`config.mk`:
```
export PLATFORM = sky130hd
export DESIGN_NAME = hte_packer
export DESIGN_NICKNAME = d
export VERILOG_FILES = /design/src/rtl/hte_pkg.sv /design/src/rtl/hte_packer.sv
export SDC_FILE = /design/constraint.sdc
export NUM_CORES = 1
export LEC_CHECK = 0
export ABC_AREA = 1
export BUFFER_PORTS_ARGS = -buffer_cell sky130_fd_sc_hd__buf_2
export CAP_MARGIN = 15
export CORE_MARGIN = 2
export CORE_UTILIZATION = 35
export DETAILED_ROUTE_END_ITERATION = 16
export SYNTH_ARGS = -nofsm -noshare
export SYNTH_HDL_FRONTEND = slang
export SYNTH_SLANG_ARGS = --single-unit
```
`constraint.sdc`:
```
create_clock -name clk -period 3.15 [get_ports clk]
set_clock_uncertainty 0.05 [all_clocks]
set_input_delay 0.1575 -clock clk [delete_from_list [all_inputs] [get_ports clk]]
set_output_delay 0.1575 -clock clk [all_outputs]
set_load 0.02 [all_outputs]
```
`src/rtl/hte_pkg.sv`:
```
// Shared constants, operation codes and types for the Huffman table encoder.
`timescale 1ns / 1ps

package hte_pkg;

    // Default configuration
    localparam int SYMBOL_COUNT_DEF = 256;
    localparam int MAX_CODE_LEN_DEF = 32;
    localparam int WORD_BITS_DEF    = 32;

    // Fixed field widths of the item and result words
    localparam int OP_W       = 2;
    localparam int SYMBOL_W   = 8;
    localparam int CODE_IN_W  = 32;
    localparam int LEN_IN_W   = 6;
    localparam int OUT_WORD_W = 32;
    localparam int OUT_BITS_W = 6;

    // Operation codes
    localparam logic [OP_W-1:0] OP_LOAD   = 2'd0;
    localparam logic [OP_W-1:0] OP_ENCODE = 2'd1;
    localparam logic [OP_W-1:0] OP_FLUSH  = 2'd2;

    // Request handed from the front end to the packer stage
    typedef struct packed {
        logic [OP_W-1:0] op;
        logic            hit;   // symbol lies inside the table
    } pack_req_t;

endpackage

```
`src/rtl/hte_packer.sv`:
```
// Packer stage: appends codes to the pending word and holds the result register.
`timescale 1ns / 1ps

module hte_packer #(
    parameter int WORD_BITS = hte_pkg::WORD_BITS_DEF,
    parameter int CODE_W    = hte_pkg::MAX_CODE_LEN_DEF,
    parameter int LEN_W     = 6
) (
    input  logic                           clk,
    input  logic                           rst_n,
    input  logic                           accept,
    input  hte_pkg::pack_req_t             req,
    output logic                           take_ready,
    input  logic [CODE_W-1:0]              rd_code,
    input  logic [LEN_W-1:0]               rd_len,
    output logic                           out_valid,
    input  logic                           out_ready,
    output logic [hte_pkg::OUT_WORD_W-1:0] out_word,
    output logic [hte_pkg::OUT_BITS_W-1:0] out_bits
);

    localparam int FILL_W = $clog2(WORD_BITS);
    localparam int TOT_W  = $clog2(WORD_BITS + CODE_W);
    localparam int CNT_W  = $clog2(WORD_BITS + 1);
    localparam int WIDE_W = WORD_BITS + CODE_W;

    logic                     s1_valid_reg;
    hte_pkg::pack_req_t       s1_req_reg;
    logic [WORD_BITS-1:0]     pend_reg, pend_next;
    logic [FILL_W-1:0]        fill_reg, fill_next;
    logic                     oval_reg, oval_next;
    logic [WORD_BITS-1:0]     oword_reg, oword_next;
    logic [CNT_W-1:0]         obits_reg, obits_next;

    logic                     advance;
    logic [CODE_W-1:0]        code_m;
    logic [WIDE_W-1:0]        shifted;
    logic [TOT_W-1:0]         total;
    logic                     emit;
    logic [WORD_BITS+31:0]    word_ext;
    logic [CNT_W+5:0]         bits_ext;

    assign advance    = !oval_reg || out_ready;
    assign take_ready = !s1_valid_reg || advance;

    // Barrel shift the masked code up to the first free bit
    assign code_m  = rd_code & ~({CODE_W{1'b1}} << rd_len);
    assign shifted = WIDE_W'(code_m) << fill_reg;
    assign total   = TOT_W'(fill_reg) + TOT_W'(rd_len);

    always_comb
    begin
        pend_next  = pend_reg;
        fill_next  = fill_reg;
        oword_next = oword_reg;
        obits_next = obits_reg;
        emit       = 1'b0;
        if (s1_valid_reg && advance)
        begin
            unique case (s1_req_reg.op)
                hte_pkg::OP_ENCODE:
                begin
                    if (s1_req_reg.hit && (rd_len != '0))
                    begin
                        if (total >= TOT_W'(WORD_BITS))
                        begin
                            emit       = 1'b1;
                            oword_next = pend_reg | shifted[WORD_BITS-1:0];
                            obits_next = CNT_W'(WORD_BITS);
                            fill_next  = FILL_W'(total - TOT_W'(WORD_BITS));
                            pend_next  = WORD_BITS'(shifted[WORD_BITS +: CODE_W]);
                        end
                        else
                        begin
                            pend_next = pend_reg | shifted[WORD_BITS-1:0];
                            fill_next = FILL_W'(total);
                        end
                    end
                end
                hte_pkg::OP_FLUSH:
                begin
                    if (fill_reg != '0)
                    begin
                        emit       = 1'b1;
                        oword_next = pend_reg;
                        obits_next = CNT_W'(fill_reg);
                        pend_next  = '0;
                        fill_next  = '0;
                    end
                end
                default:
                begin
                    emit = 1'b0;
                end
            endcase
        end
        oval_next = advance ? (s1_valid_reg && emit) : oval_reg;
    end

    always_ff @(posedge clk or negedge rst_n)
    begin
        if (!rst_n)
        begin
            s1_valid_reg <= 1'b0;
            oval_reg     <= 1'b0;
            pend_reg     <= '0;
            fill_reg     <= '0;
        end
        else
        begin
            if (take_ready)
            begin
                s1_valid_reg <= accept;
            end
            oval_reg <= oval_next;
            pend_reg <= pend_next;
            fill_reg <= fill_next;
        end
    end

    always_ff @(posedge clk)
    begin
        if (accept)
        begin
            s1_req_reg <= req;
        end
        oword_reg <= oword_next;
        obits_reg <= obits_next;
    end

    // Cut the result fields to their port widths
    assign word_ext  = {32'b0, oword_reg};
    assign bits_ext  = {6'b0, obits_reg};
    assign out_valid = oval_reg;
    assign out_word  = word_ext[hte_pkg::OUT_WORD_W-1:0];
    assign out_bits  = bits_ext[hte_pkg::OUT_BITS_W-1:0];

endmodule

```
Word-level counts from Yosys, hierarchy flattened
Cells that the tools add are included.
- register bits after elaboration: 80
- input bits: 45
- output and inout bits: 40
- logic and storage cells: 54
- add/sub/neg operators: 2
- $lt $le $gt $ge: 1
- equal/unequal tests: 5
- shift operators: 2
- muxes and demuxes: 21
- bitwise logic cells: 3
- reductions and logical operators: 12
- operator list (operator ; count):
    $mux W32 ; 6
    $pmux W32 S2 ; 2
    $shl A32 B5 Y64 ; 1
    $and A32 B32 Y32 ; 1
    $not A32 Y32 ; 1
    $or A32 B32 Y32 ; 1
    $shl A32 B6 Y32 const A ; 1
    $mux W6 ; 3
    $mux W5 ; 3
    $pmux W6 S2 ; 1
    $pmux W5 S2 ; 1
    $add A5 B6 Y6 ; 1
    $ge A6 B6 Y1 const B ; 1
    $ne A2 B2 Y1 const B ; 3
    $reduce_bool A6 Y1 ; 1
    $reduce_and A5 Y1 ; 1
    $reduce_bool A5 Y1 ; 1
    $sub A5 B1 Y5 const B ; 1
    $mux W1 ; 4
    $reduce_and A4 Y1 ; 1
    $logic_and A1 B1 Y1 ; 3
    $eq A2 B1 Y1 const B ; 1
    $eq A2 B2 Y1 const B ; 1
    $logic_not A1 Y1 ; 2
    other kinds (3) ; 4

Longest topological paths before layout
- word-level depth: 8
- depth in mapped cells: 15
- mapped depth without buffers: 14

Worst setup path after synthesis
OpenSTA, ideal clock, no wires.
- path type: register -> register
- start point: reg fill_reg[2]
- end point: reg obits_reg[0], in the netlist out_bits[0] (enable)
- setup time: 0.393 ns
- arrival time: 2.387 ns
- required time: 2.707 ns
- setup slack: 0.321 ns
- stages on the path, launching flop included: 12
- path buffers: 0
- clock period less this slack: 2.829 ns
- cell sequence: dfrtp_1 > ha_1 > a21oi_1 > nand2_1 > a21o_1 > nand2_1 > nand2_1 > inv_1 > nand2_1 > nand2_1 > o21ai_0 > inv_1
- word-level cells in the longest chain between the ends: 4
- elaborated cells between the ends (all ways): 6
- classes of those cells: 1 x add/sub; 1 x order compare; 2 x eq/ne; 2 x reduce/logical
- ends and longest elaborated chain (item ; line ; source):
    from (decl) ; hte_packer.sv:30 ; logic [FILL_W-1:0] fill_reg, fill_next;
    from (signal assigned) ; hte_packer.sv:117 ; fill_reg <= fill_next;
    $add A5 B6 Y6 ; hte_packer.sv:49 ; assign total = TOT_W'(fill_reg) + TOT_W'(rd_len);
    $ge A6 B6 Y1 ; hte_packer.sv:65 ; if (total >= TOT_W'(WORD_BITS))
    $ne A2 B2 Y1 (no source line) ; -- ;
    $reduce_and A5 Y1 (no source line) * ; -- ;
    to (signal assigned) ; hte_packer.sv:128 ; obits_reg <= obits_next;
    to (decl) ; hte_packer.sv:33 ; logic [CNT_W-1:0] obits_reg, obits_next;
Every way passes the cells marked *; elsewhere a longest branch is shown, timed or not.
A chain may end at the register's enable or synchronous reset.

Final worst setup path
- start point: reg fill_reg[1]
- end point: reg pend_reg[0]
- word-level cells in the longest chain between the ends: 5
- elaborated cells between the ends (all ways): 10
- classes of those cells: 1 x add/sub; 1 x order compare; 1 x eq/ne; 1 x shift; 3 x mux; 1 x bitwise; 2 x reduce/logical
- ends and longest elaborated chain (item ; line ; source):
    $add A5 B6 Y6 or $shl A32 B5 Y64 (tied branches) ; hte_packer.sv:49, hte_packer.sv:48 ;
    $ge A6 B6 Y1 or $or A32 B32 Y32 (tied branches) ; hte_packer.sv:65, hte_packer.sv:75 ;
    $mux W32 ; hte_packer.sv:65 ;
    $mux W32 ; hte_packer.sv:63 ; if (s1_req_reg.hit && (rd_len != '0))
    $pmux W32 S2 ; hte_packer.sv:60 ; unique case (s1_req_reg.op)
    to (signal assigned) ; hte_packer.sv:116 ; pend_reg <= pend_next;
    to (decl) ; hte_packer.sv:29 ; logic [WORD_BITS-1:0] pend_reg, pend_next;
Parallel ways exist; a longest one is shown, timed or not. The select of a mux whose other input is x is not followed.

==> results.json <==
{
  "grt_start_max_net_pins": 52,
  "worst_hold_startpoint": "out_ready",
  "drive_above_1_share_pct": 15.0,
  "placementRows": 48,
  "worst_r2r_path_depth": 12,
  "core-area_sq_um": 17100,
  "pin_count": 85,
  "crit_fanout": 15,
  "avg_synthesized_cell_area_sq_um": 7.06,
  "crit_path_start_kind": "flop",
  "flow.area_growth_from_synthesis_pct": 15.5,
  "crit_path_end_kind": "flop",
  "maximum_ir_drop_on_the_vdd_rail_mv": 0.603,
  "worst_path_dominant_cell_family": "simple AND/OR/NAND/NOR gates",
  "clk_slew_on_worst_s_h_paths_ns": 0.06,
  "synth_flop_cell": "sky130_fd_sc_hd__edfxtp_1",
  "clk_latency_ns": 0.35,
  "postPlaceCellArea_sq_um": 6640,
  "yosys.cell_types.count": 41,
  "drt_wl_total_microns": 20500,
  "cp_common_cell": "sky130_fd_sc_hd__nand2_1",
  "timing.max_cap.violations": 0,
  "reg2reg_slack_ns": 0.47,
  "clockBufferDepth": 2,
  "run_status": "completed",
  "fin_nets": 974,
  "cp_buf_inv_count": 0,
  "setup_tns_ns": 0,
  "timing.critical_path.slowest_stage_cell": "sky130_fd_sc_hd__dfrtp_1",
  "clock_tree.htree_level_count": 3,
  "final_hold_viol_count": 0,
  "place_hpwl_microns": 15100,
  "detail_route.wl_per_cell_microns": 17.8,
  "worst_hold_path_cell_count": 4,
  "holdPathEnd": "out_valid",
  "timing.slew.headroom_pct": 33.4,
  "fp.dieW_microns": 136,
  "layout.cells.non_filler": 1151,
  "fin_area_sq_um": 7000,
  "cts_num_sinks": 80,
  "finalSetupViolCount": 0,
  "track_usage_pct": 23.3,
  "cp_cell_sequence": "ha_1, nand3_1, nand2_1, a21o_1, nand2_1, nand2_1, nand2_1, nand2_4, nor2_2, nand2_1, nand3b_1, o21ai_0",
  "asyncSetResetFlopFracSynth_pct": 48.8,
  "die_area_sq_um": 18400,
  "critPathArrivalTime_ns": 2.86,
  "chipHeight_microns": 136,
  "first_global_vias": 6230,
  "setup_fix_bufs_post_cts": 0,
  "critical_path.max_stage_delay_ns": 0.58,
  "n_fill_cell": 1809,
  "drv_slew": 0,
  "cp.required_ns": 3.33,
  "numPlacedInstances": 1130,
  "layout_min_cycle_time_ns": 2.68,
  "routed_via_density": 5.56,
  "yosys_warnings": 0,
  "total_leakage_power_uw": 0.00321,
  "clock_tree.root_cell": "sky130_fd_sc_hd__clkbuf_16",
  "cts_tree": "yes",
  "holdBufCountCts": 5,
  "synthDominantAreaCellType": "sky130_fd_sc_hd__nand3_1",
  "global_route.overflow_total": 0,
  "post_synth_edffs": 41,
  "grt_antenna_before_repair": 0,
  "drtIter0Drc": 610,
  "worst_margin_pin_slew_ns": 0.999,
  "top_post_synthesis_cells_by_count": "sky130_fd_sc_hd__nand3_1, sky130_fd_sc_hd__nand2_1, sky130_fd_sc_hd__inv_1",
  "rsz0062_at_grt": "no",
  "power.density_nw_per_um2": 1080,
  "post-route-drc-count": 0,
  "postSynthRegisterBits": 80,
  "synth_top_area_share_pct": 23.3,
  "floorplan.initialDensity_pct": 35.4,
  "post-route-util_pct": 40.9,
  "drt_pre_antenna_iters": 6,
  "worst_setup_path_class": "reg -> reg",
  "cts_buf_count": 9,
  "post-route-period-util_pct": 85.1,
  "syn_nets": 911,
  "gp_congestion": 0.938,
  "mappedNetlistArea_sq_um": 6060,
  "syn-instance-count": 858,
  "worstReg2RegEnd": "pend_reg[0]",
  "number_of_routed_nets_with_antenna_violations": 0,
  "placement.io_buffers": 84,
  "seq_area_frac_synth_pct": 36.4,
  "grt_first_pass_wirelength_microns": 33100,
  "num_vias": 6396,
  "post-synth-top-count-cell": "sky130_fd_sc_hd__nand3_1",
  "fmax_ghz": 0.373,
  "r2r_start": "fill_reg[1]",
  "synth_top_cells_by_area": "sky130_fd_sc_hd__nand3_1, sky130_fd_sc_hd__edfxtp_1, sky130_fd_sc_hd__dfrtp_1",
  "cts_repair_resize_count": 0,
  "antenna_cells": 0,
  "hold_class": "in -> reg"
}
[stage by stage]
step | setup WS [ns] | hold slack, ns | total power (uW)
finish | 0.470 | 0.0158 | 7590
global route | 0.289 | 0.0479 | 8210
CTS | 0.522 | 0.00979 | 7550
detailed placement | 0.532 | 0.287 | 6390
global placement | 0.586 | 0.284 | 6380
floorplan | 0.321 | -0.188 | 5110
[worst max path at each step]
stage	start	endpoint	slack, ns	cells past startpoint
after CTS	fill_reg[1]	pend_reg[0]	0.52	12
after global placement	fill_reg[1]	pend_reg[13]	0.59	12
after detailed placement	fill_reg[1]	pend_reg[0]	0.53	12
final	fill_reg[1]	pend_reg[0]	0.47	12
after floorplan	fill_reg[2]	out_bits[0]	0.32	11
after global routing	fill_reg[1]	pend_reg[1]	0.29	12
[logic make-up (layout without fill, tap and decap cells)]
family	count (synthesis)	after routing	synth area share, %
AND/OR/NAND/NOR	536	536	41.4
AO/OA/AOI/OAI	109	109	11.4
flip-flops	80	80	36.4
buffers and inverters	122	190	8.57
XOR/XNOR	3	3	0.434
adder cells (fa/ha/maj)	8	8	1.78
[final cells by class]
| type | count | area, sq um | area share, % |
|---|---|---|---|
| clock inverters | 6 | 83.8 | 1.20 |
| clock buffers | 10 | 229 | 3.27 |
| well taps | 225 | 282 | 4.02 |
| flip-flops and latches | 80 | 2210 | 31.5 |
| multi-input cells | 656 | 3330 | 47.6 |
| inverters | 68 | 255 | 3.65 |
| repair buffers | 106 | 611 | 8.73 |
[report_power, final]
part / switching, uW / internal, uW
combinational: 3250 / 1470
sequential: 180 / 1550
clock: 438 / 690
total: 3870 / 3720
[per-layer routing]
layer	up-vias	GRT usage, %	routed length [microns]
met5	-	0	0
met4	0	7.23	525
met3	39	5.05	1450
met2	262	39.1	10000
met1	2986	30.2	8550
li1	3109	-	-
[cell usage in the layout, fill, tap and decap left out, types with 6 or more instances in the layout]
cell                        count
sky130_fd_sc_hd__nand3_1      282
sky130_fd_sc_hd__nand2_1      186
sky130_fd_sc_hd__buf_2         84
sky130_fd_sc_hd__inv_1         58
sky130_fd_sc_hd__edfxtp_1      41
sky130_fd_sc_hd__dfrtp_1       39
sky130_fd_sc_hd__nor2_1        32
sky130_fd_sc_hd__o21ai_0       26
sky130_fd_sc_hd__a21oi_1       21
sky130_fd_sc_hd__nand4_1       20
sky130_fd_sc_hd__o21ai_1       16
sky130_fd_sc_hd__buf_4         16
sky130_fd_sc_hd__o21a_1        10
sky130_fd_sc_hd__clkbuf_16      9
sky130_fd_sc_hd__o21bai_1       8
sky130_fd_sc_hd__o211ai_1       8
sky130_fd_sc_hd__inv_2          7
sky130_fd_sc_hd__ha_1           7
sky130_fd_sc_hd__o211ai_2       6
sky130_fd_sc_hd__o22ai_1        6
[worst register-to-register path: stages, from the launching register on]
cell	delay, ns
sky130_fd_sc_hd__dfrtp_1	0.58
sky130_fd_sc_hd__ha_1	0.31
sky130_fd_sc_hd__nand3_1	0.08
sky130_fd_sc_hd__nand2_1	0.08
sky130_fd_sc_hd__a21o_1	0.16
sky130_fd_sc_hd__nand2_1	0.05
sky130_fd_sc_hd__nand2_1	0.07
sky130_fd_sc_hd__nand2_1	0.10
sky130_fd_sc_hd__nand2_4	0.16
sky130_fd_sc_hd__nor2_2	0.58
sky130_fd_sc_hd__nand2_1	0.14
sky130_fd_sc_hd__nand3b_1	0.10
sky130_fd_sc_hd__o21ai_0	0.08
Power figures use the tool's default switching activity.
